===== src/sv/cobs_pkg.sv =====
// Shared types and constants for the byte-stuffed stream decoder.
// No dependencies; every other file of the decoder depends on this package.
package cobs_pkg;

   localparam int unsigned BYTE_W = 8;

   localparam logic [BYTE_W-1:0] DELIM_RESET = 8'd0;
   localparam logic [BYTE_W-1:0] DEPTH_RESET = 8'd255;

   typedef logic [BYTE_W-1:0] byte_type;

   typedef enum logic [1:0] {
      ACT_FEED    = 2'd0,
      ACT_RESTART = 2'd1,
      ACT_RESYNC  = 2'd2
   } action_type;

   typedef enum logic [1:0] {
      ST_OK    = 2'd0,
      ST_END   = 2'd1,
      ST_ERROR = 2'd2
   } status_type;

   typedef enum logic [0:0] {
      CSR_DELIMITER = 1'b0,
      CSR_DEPTH     = 1'b1
   } csr_idx_type;

   typedef enum logic [3:0] {
      MODE_CODE = 4'b0001,
      MODE_DATA = 4'b0010,
      MODE_SWAP = 4'b0100,
      MODE_WAIT = 4'b1000
   } mode_type;

   typedef struct packed {
      byte_type delimiter_value;
      byte_type block_depth;
   } cfg_type;

   typedef struct packed {
      byte_type   out_byte;
      status_type status;
      logic       last_of_run;
   } result_type;

   // Results produced by one request: count (0..2) and the two slots in order.
   typedef struct packed {
      logic [1:0] count;
      result_type first;
      result_type second;
   } step_type;

endpackage


===== src/sv/cobs_req_if.sv =====
// Request channel of the decoder: valid/ready handshake, action and byte.
// Depends on cobs_pkg for the payload types.
interface cobs_req_if;
   logic                 valid;
   logic                 ready;
   cobs_pkg::action_type action;
   cobs_pkg::byte_type   in_byte;

   modport source (output valid, action, in_byte, input ready);
   modport sink   (input valid, action, in_byte, output ready);
endinterface


===== src/sv/cobs_rsp_if.sv =====
// Result channel of the decoder: valid/ready handshake and one result.
// Depends on cobs_pkg for the payload types.
interface cobs_rsp_if;
   logic                 valid;
   logic                 ready;
   cobs_pkg::byte_type   out_byte;
   cobs_pkg::status_type status;
   logic                 last_of_run;

   modport source (output valid, out_byte, status, last_of_run, input ready);
   modport sink   (input valid, out_byte, status, last_of_run, output ready);
endinterface


===== src/sv/cobs_csr_if.sv =====
// Configuration write channel: valid/ready handshake, register index, data.
// Depends on cobs_pkg for the index and data types.
interface cobs_csr_if;
   logic                  valid;
   logic                  ready;
   cobs_pkg::csr_idx_type index;
   cobs_pkg::byte_type    data;

   modport source (output valid, index, data, input ready);
   modport sink   (input valid, index, data, output ready);
endinterface


===== src/sv/cobs_step.sv =====
// Decode state and the per-request next-state / result logic.
// Depends on cobs_pkg.
module cobs_step (
   input  logic                 clock,
   input  logic                 reset,
   input  logic                 fire,
   input  cobs_pkg::action_type action,
   input  cobs_pkg::byte_type   in_byte,
   input  cobs_pkg::cfg_type    cfg,
   output cobs_pkg::step_type   step
);
   import cobs_pkg::*;

   mode_type mode_ff, mode_in;
   byte_type swap_ff, swap_in;
   byte_type block_ff, block_in;

   logic     is_delim;
   byte_type code_val;
   logic     code_bad;
   logic     advance;
   byte_type blk_dec;
   byte_type swp_dec;

   assign is_delim = (in_byte == cfg.delimiter_value);
   assign code_val = (in_byte == '0 && cfg.delimiter_value != '0) ? cfg.delimiter_value
                                                                 : in_byte;
   assign code_bad = (code_val > cfg.block_depth);

   always_comb begin
      mode_in  = mode_ff;
      swap_in  = swap_ff;
      block_in = block_ff;
      advance  = 1'b0;
      blk_dec  = '0;
      swp_dec  = '0;
      step     = '0;

      unique case (action)
         ACT_RESTART: begin
            mode_in  = MODE_CODE;
            swap_in  = '0;
            block_in = cfg.block_depth;
         end
         ACT_RESYNC: begin
            mode_in  = MODE_WAIT;
            swap_in  = '0;
            block_in = cfg.block_depth;
         end
         ACT_FEED: begin
            unique case (mode_ff)
               MODE_CODE: begin
                  if (is_delim) begin
                     swap_in  = '0;
                     block_in = cfg.block_depth;
                  end else begin
                     swap_in  = code_val;
                     block_in = cfg.block_depth;
                     if (code_bad) begin
                        step.count = 2'd1;
                        step.first = '{out_byte: in_byte, status: ST_ERROR, last_of_run: 1'b1};
                        mode_in    = MODE_WAIT;
                     end else begin
                        advance = 1'b1;
                     end
                  end
               end
               MODE_DATA: begin
                  step.count = 2'd1;
                  if (is_delim) begin
                     step.first = '{out_byte: in_byte, status: ST_ERROR, last_of_run: 1'b1};
                     mode_in    = MODE_CODE;
                  end else begin
                     step.first = '{out_byte: in_byte, status: ST_OK, last_of_run: 1'b1};
                     advance    = 1'b1;
                  end
               end
               MODE_SWAP: begin
                  if (is_delim) begin
                     // frame end: restart expecting a code byte
                     step.count = 2'd1;
                     step.first = '{out_byte: in_byte, status: ST_END, last_of_run: 1'b1};
                     mode_in    = MODE_CODE;
                     swap_in    = '0;
                     block_in   = cfg.block_depth;
                  end else begin
                     swap_in  = code_val;
                     block_in = cfg.block_depth;
                     if (code_bad) begin
                        // error first, then the implied delimiter still goes out
                        step.count  = 2'd2;
                        step.first  = '{out_byte: in_byte, status: ST_ERROR,
                                        last_of_run: 1'b0};
                        step.second = '{out_byte: cfg.delimiter_value, status: ST_OK,
                                        last_of_run: 1'b1};
                        mode_in     = MODE_WAIT;
                     end else begin
                        step.count = 2'd1;
                        step.first = '{out_byte: cfg.delimiter_value, status: ST_OK,
                                       last_of_run: 1'b1};
                        advance    = 1'b1;
                     end
                  end
               end
               MODE_WAIT: begin
                  if (is_delim) begin
                     mode_in  = MODE_CODE;
                     swap_in  = '0;
                     block_in = cfg.block_depth;
                  end
               end
               default: begin
                  mode_in = MODE_CODE;
               end
            endcase
         end
         default: begin
         end
      endcase

      if (advance) begin
         blk_dec  = block_in - 8'd1;
         swp_dec  = swap_in - 8'd1;
         block_in = blk_dec;
         swap_in  = swp_dec;
         if (blk_dec == '0) begin
            mode_in  = MODE_CODE;
            block_in = cfg.block_depth;
         end else if (swp_dec == '0) begin
            mode_in = MODE_SWAP;
         end else begin
            mode_in = MODE_DATA;
         end
      end
   end

   always_ff @(posedge clock) begin
      if (reset) begin
         mode_ff  <= MODE_CODE;
         swap_ff  <= '0;
         block_ff <= DEPTH_RESET;
      end else if (fire) begin
         mode_ff  <= mode_in;
         swap_ff  <= swap_in;
         block_ff <= block_in;
      end
   end

endmodule


===== src/sv/cobs_rsp_buf.sv =====
// Two-entry result register: holds the results of one request and shifts
// them out one per accepted response. Depends on cobs_pkg.
module cobs_rsp_buf (
   input  logic                 clock,
   input  logic                 reset,
   input  logic                 push,
   input  cobs_pkg::step_type   step,
   output logic                 room,
   cobs_rsp_if.source           rsp_chan
);
   import cobs_pkg::*;

   logic [1:0] count_ff, count_in;
   result_type head_ff, head_in;
   result_type tail_ff, tail_in;
   logic       pop;

   assign pop  = rsp_chan.valid && rsp_chan.ready;
   // empty after this cycle: a new request's results may be loaded
   assign room = (count_ff == 2'd0) || (count_ff == 2'd1 && pop);

   always_comb begin
      count_in = count_ff;
      head_in  = head_ff;
      tail_in  = tail_ff;
      if (push) begin
         count_in = step.count;
         head_in  = step.first;
         tail_in  = step.second;
      end else if (pop) begin
         count_in = count_ff - 2'd1;
         head_in  = tail_ff;
      end
   end

   always_ff @(posedge clock) begin
      if (reset) begin
         count_ff <= 2'd0;
      end else begin
         count_ff <= count_in;
      end
      head_ff <= head_in;
      tail_ff <= tail_in;
   end

   assign rsp_chan.valid       = (count_ff != 2'd0);
   assign rsp_chan.out_byte    = head_ff.out_byte;
   assign rsp_chan.status      = head_ff.status;
   assign rsp_chan.last_of_run = head_ff.last_of_run;

endmodule


===== src/sv/cobs_stream_decoder.sv =====
// Top level of the byte-stuffed frame stream decoder.
// Depends on cobs_pkg, the channel interfaces, cobs_step and cobs_rsp_buf.
//
// The decoder takes one encoded byte (or a restart or resync action) per
// request and sustains one request per clock cycle while the result register
// has room. A request is first captured in an input register, then decoded
// combinationally into a two-entry result register, from which its results
// appear on the response channel. A request that yields two results (an
// oversized code at a swap position) holds the response channel for both, so
// a following request with results waits behind it; requests with no
// result never stall. Configuration writes are taken every cycle and must
// only be issued while the decoder is idle.
module cobs_stream_decoder (
   input  logic       clock,
   input  logic       reset,
   cobs_req_if.sink   req_chan,
   cobs_rsp_if.source rsp_chan,
   cobs_csr_if.sink   csr_chan
);
   import cobs_pkg::*;

   // configuration registers
   cfg_type    cfg_ff;

   // input register
   logic       req_valid_ff;
   action_type req_action_ff;
   byte_type   req_byte_ff;

   step_type   step;
   logic       room;
   logic       fire;
   logic       req_take;

   assign csr_chan.ready = 1'b1;

   always_ff @(posedge clock) begin
      if (reset) begin
         cfg_ff.delimiter_value <= DELIM_RESET;
         cfg_ff.block_depth     <= DEPTH_RESET;
      end else if (csr_chan.valid) begin
         unique case (csr_chan.index)
            CSR_DELIMITER: cfg_ff.delimiter_value <= csr_chan.data;
            CSR_DEPTH:     cfg_ff.block_depth     <= csr_chan.data;
            default: begin
            end
         endcase
      end
   end

   // Advance the held request once its results fit in the result register;
   // requests that produce nothing go through at once.
   assign fire     = req_valid_ff && ((step.count == 2'd0) || room);
   assign req_chan.ready = !req_valid_ff || fire;
   assign req_take = req_chan.valid && req_chan.ready;

   always_ff @(posedge clock) begin
      if (reset) begin
         req_valid_ff <= 1'b0;
      end else if (req_take) begin
         req_valid_ff <= 1'b1;
      end else if (fire) begin
         req_valid_ff <= 1'b0;
      end
      if (req_take) begin
         req_action_ff <= req_chan.action;
         req_byte_ff   <= req_chan.in_byte;
      end
   end

   cobs_step u_step (
      .clock   (clock),
      .reset   (reset),
      .fire    (fire),
      .action  (req_action_ff),
      .in_byte (req_byte_ff),
      .cfg     (cfg_ff),
      .step    (step)
   );

   cobs_rsp_buf u_rsp_buf (
      .clock    (clock),
      .reset    (reset),
      .push     (fire && (step.count != 2'd0)),
      .step     (step),
      .room     (room),
      .rsp_chan (rsp_chan)
   );

endmodule

===== src/flat_wrapper.sv =====
// flat-port wrapper written by rule: the top's interface ports become plain ports
module cobs_stream_decoder_flat import cobs_pkg::*;
  (clock, reset, req_chan_valid, req_chan_action, req_chan_in_byte, req_chan_ready, rsp_chan_valid, rsp_chan_out_byte, rsp_chan_status, rsp_chan_last_of_run, rsp_chan_ready, csr_chan_valid, csr_chan_index, csr_chan_data, csr_chan_ready);
  cobs_req_if req_chan_i ();
  cobs_rsp_if rsp_chan_i ();
  cobs_csr_if csr_chan_i ();
  input  logic clock;
  input  logic reset;
  input wire logic [$bits(req_chan_i.valid)-1:0] req_chan_valid;
  input wire logic [$bits(req_chan_i.action)-1:0] req_chan_action;
  input wire logic [$bits(req_chan_i.in_byte)-1:0] req_chan_in_byte;
  output wire logic [$bits(req_chan_i.ready)-1:0] req_chan_ready;
  output wire logic [$bits(rsp_chan_i.valid)-1:0] rsp_chan_valid;
  output wire logic [$bits(rsp_chan_i.out_byte)-1:0] rsp_chan_out_byte;
  output wire logic [$bits(rsp_chan_i.status)-1:0] rsp_chan_status;
  output wire logic [$bits(rsp_chan_i.last_of_run)-1:0] rsp_chan_last_of_run;
  input wire logic [$bits(rsp_chan_i.ready)-1:0] rsp_chan_ready;
  input wire logic [$bits(csr_chan_i.valid)-1:0] csr_chan_valid;
  input wire logic [$bits(csr_chan_i.index)-1:0] csr_chan_index;
  input wire logic [$bits(csr_chan_i.data)-1:0] csr_chan_data;
  output wire logic [$bits(csr_chan_i.ready)-1:0] csr_chan_ready;
  assign req_chan_i.valid = req_chan_valid;
  assign req_chan_i.action = req_chan_action;
  assign req_chan_i.in_byte = req_chan_in_byte;
  assign req_chan_ready = req_chan_i.ready;
  assign rsp_chan_valid = rsp_chan_i.valid;
  assign rsp_chan_out_byte = rsp_chan_i.out_byte;
  assign rsp_chan_status = rsp_chan_i.status;
  assign rsp_chan_last_of_run = rsp_chan_i.last_of_run;
  assign rsp_chan_i.ready = rsp_chan_ready;
  assign csr_chan_i.valid = csr_chan_valid;
  assign csr_chan_i.index = csr_chan_index;
  assign csr_chan_i.data = csr_chan_data;
  assign csr_chan_ready = csr_chan_i.ready;
  cobs_stream_decoder u_core (.clock(clock), .reset(reset), .req_chan(req_chan_i), .rsp_chan(rsp_chan_i), .csr_chan(csr_chan_i));
endmodule

===== config.mk =====
export PLATFORM = sky130hd
export DESIGN_NAME = cobs_stream_decoder_flat
export DESIGN_NICKNAME = d
export VERILOG_FILES = /design/src/sv/cobs_pkg.sv /design/src/sv/cobs_req_if.sv /design/src/sv/cobs_rsp_if.sv /design/src/sv/cobs_csr_if.sv /design/src/sv/cobs_step.sv /design/src/sv/cobs_rsp_buf.sv /design/src/sv/cobs_stream_decoder.sv /design/src/flat_wrapper.sv
export SDC_FILE = /design/constraint.sdc
export NUM_CORES = 1
export LEC_CHECK = 0
export ABC_AREA = 1
export ABC_CLOCK_PERIOD_IN_PS = 4100
export BUFFER_PORTS_ARGS = -buffer_cell sky130_fd_sc_hd__buf_2
export CAP_MARGIN = 0
export CORE_MARGIN = 1
export CORE_UTILIZATION = 40
export CTS_CLUSTER_DIAMETER = 50
export DETAILED_ROUTE_END_ITERATION = 10
export PLACE_DENSITY_LB_ADDON = 0.25
export RECOVER_POWER = 50
export SLEW_MARGIN = 20
export SYNTH_ARGS = -nofsm -noshare
export SYNTH_HDL_FRONTEND = slang
export SYNTH_SLANG_ARGS = --single-unit

===== constraint.sdc =====
create_clock -name clock -period 4.1 [get_ports clock]
set_clock_uncertainty 0.2 [all_clocks]
set_input_delay 0.615 -clock clock [delete_from_list [all_inputs] [get_ports clock]]
set_output_delay 0.615 -clock clock [all_outputs]
set_load 0.03 [all_outputs]

==> flow_summary.ini <==
[route]
ant_nets = 0
vias = 4528
drt_pre_antenna_iters = 5
totalWireLength_um = 12800
wl_per_cell_um = 15.1
avgViaCountPerCell = 5.36
drc = 0
drtIter0Drc = 427

[timing]
hold_viol_final = 0
fin_crit_sh_pct = 95.4
slew_viol_final = 0
max_freq_mhz = 256
final.min_clock_period_ps = 3910
setup_violations = 0
worst_slew_pin_slew_ps = 900
setup_tns_ps = 0
relSlewSlack_pct = 40.0
setup_ws_ps = 187

[min_path]
whs_path_depth = 1
hp-start = req_chan_in_byte[3]
hold_path_class = primary input to register

[grt]
antenna_found_initial = 0
grt-ovfl-total = 0
grt_start_max_net_pins = 28
grt_usage_pct = 22.7
grt_pass1_wl_um = 20800
grt_pass1_vias = 4271

[finish]
post-route-util_pct = 48.0
n_antenna_cell = 0
mostFrequentLayoutCell = nand2_1
area_growth_pct = 14.8
final_nets = 741
layout_common_cells = 186 x nand2_1, 67 x inv_1, 58 x nor2_1
drive_gt1_share_pct = 16.6
stdcell_count = 844
final.fill_count = 1127
design_area_um2 = 5320

[synthesis]
synth.largest_area_cell = edfxtp_1
yosysWarnings = 0
ys_types = 41
synth_top_area_share_pct = 19.4
synth_nets = 701
synth_area_per_cell_um2 = 7.03
synth_top_cells_by_area = edfxtp_1 19%, dfxtp_1 17%, nand2_1 15%, inv_1 6.0%, nand3_1 5.0%
ys_seq_area_share_pct = 36.3
netlist_instances = 659
synth_area_um2 = 4640
ys_seq_elements = 69

[worst_setup_path]
critical_path.endpoint_type = output pin
startpoint = u_core.req_byte_ff[0]$_DFFE_PP_
cp-start-kind = register
crit_chain = inv_2 -> nand4_1 -> nor2_2 -> nand2_1 -> inv_2 -> nand2_1 -> nand2_1 -> inv_1 -> ha_1 -> inv_1 -> a21oi_1 -> o21ai_0 -> nand2_1 -> nand2_1 -> nand2_2 -> nor2_4 -> a21oi_4 -> a21oi_4 -> nand3_2 -> clkbuf_4
worstPathArrival_ps = 3100
crit_path_max_incr_delay_ps = 400
crit_slowest_cell = edfxtp_1
r2r-start = u_core.cfg_ff[12]$_SDFFE_PP0P_
cp.required_ps = 3280
reg2regPathDepth = 22
cp_common_cell = nand2_1
worst-setup-path-type = register to output pin
path_max_fanout = 4

[cts]
hold_buffers = 0
clk_path_buf_depth = 2
root_buffer = clkbuf_16
numCtsBuffers = 9
htreeDepth = 3
cts_tree = yes
clkLatencyLatePin_ps = 330
clock_sink_count = 69
clk_pin_slew_ps = 60

[floorplanning]
die_w_um = 110
initial_core_util_pct = 41.8
die-area_um2 = 12000
core_area_um2 = 11100
die_y_um = 110
ios = 38
num_rows = 38

[power]
powerDensity_nw_per_um2 = 388
max-vdd-ir-drop_uv = 213
leakage_uw = 0.00240

[flow_run]
drv_cap = 0

[status]
status = complete, no violations

[placed_design]
dp_slack_ps = 164
hpwl_um = 9620
io_buffers = 36
placed_area_um2 = 4960
place_congestion = 0.884
dp.cells = 824
==> synthesized netlist by cell type (all sizes together) <==
cell and n:
o21ai 26, conb 1, o22ai 9, edfxtp 30
clkbuf 10, a31oi 1, buf 9, a22oi 8
xor2 3, nand4 12, nand2 195, xnor2 4
inv 88, o21a 1, nor3 7, nand3 53
a21oi 44, or2 1, a211oi 7, o211ai 12
nand3b 1, ha 18, dfxtp 39, o31ai 1
a21boi 1, o21bai 1, and3 1, nor2 76
==> worst paths after layout <==
| check | slack (ps) | to |
|---|---|---|
| max | 190 | req_chan_ready |
| min | 260 | u_core.req_byte_ff[3]$_DFFE_PP_ |
| max reg2reg | 330 | u_core.u_step.swap_ff[2]$_SDFFE_PP0P_ |
| min reg2reg | 290 | u_core.u_step.swap_ff[2]$_SDFFE_PP0P_ |
==> worst max-delay path: cells and delay by family (launching register included) <==
kind	cells	cell delay [ps]
buffers and inverters	5	510
adders and majority gates	1	190
DFF	1	400
AOI/OAI and AO/OA	4	500
and+or+nand+nor	10	1160
==> layout make-up <==
| cell class | count | area (um^2) | share of cell area [%] |
|---|---|---|---|
| Tap cell | 140 | 175 | 3.29 |
| Timing Repair Buffer | 48 | 256 | 4.82 |
| Multi-Input combinational cell | 483 | 2580 | 48.5 |
| Clock buffer | 10 | 229 | 4.30 |
| Clock inverter | 6 | 65.1 | 1.22 |
| Inverter | 88 | 333 | 6.25 |
| Sequential cell | 69 | 1680 | 31.6 |
==> timing repair <==
action | in CTS | in global routing
pin swaps | 0 | 5
setup buffers | 0 | 4
gates cloned | 0 | 0
setup endpoints to repair | 1 | 46
endpoints found under the hold margin | 0 | 0
gates resized for setup | 2 | 21
==> layer usage <==
| layer | vias up | part of all wire, % | track usage [%] |
|---|---|---|---|
| met2 | 140 | 46 | 36.8 |
| met5 | - | 0 | 0 |
| li1 | 2254 | - | - |
| met3 | 30 | 5.0 | 3.02 |
| met4 | 0 | 2.6 | 8.86 |
| met1 | 2104 | 46 | 30.7 |
==> power by group <==
| part | switching, uW | total [uW] | internal, uW |
|---|---|---|---|
| Sequential | 32.3 | 795 | 762 |
| Clock | 310 | 781 | 471 |
| Combinational | 331 | 487 | 156 |
==> sequential cells by signal (all words and copies together) (netlist names) <==
register,cells
u_core.u_step.block_ff,8
u_core.u_rsp_buf.rsp_chan.out_byte,8
u_core.u_rsp_buf.rsp_chan.last_of_run,1
u_core.req_byte_ff,8
u_core.req_valid_ff,1
u_core.req_action_ff,2
u_core.cfg_ff,16
u_core.u_rsp_buf.tail_ff,9
u_core.u_step.swap_ff,8
u_core.u_step.mode_ff,4
u_core.u_rsp_buf.rsp_chan.status,2
u_core.u_rsp_buf.count_ff,2
==> through the flow <==
step	total power, uW	hold WS (ps)
3_5_place_dp	1280	281
2_1_floorplan	1160	244
6_report	2060	255
5_1_grt	2170	238
3_3_place_gp	1270	268
4_1_cts	2060	246
==> cell families after synthesis <==
family / after synthesis / share of synthesized area, %
simple gates: 346 / 34.1
compound gates: 111 / 14.2
buf+inv: 107 / 9.15
flops: 69 / 36.3
fa+ha+maj: 18 / 4.86
xor+xnor: 7 / 1.32
other cells: 1 / 0.0809
(Power assumes the default switching activity.)
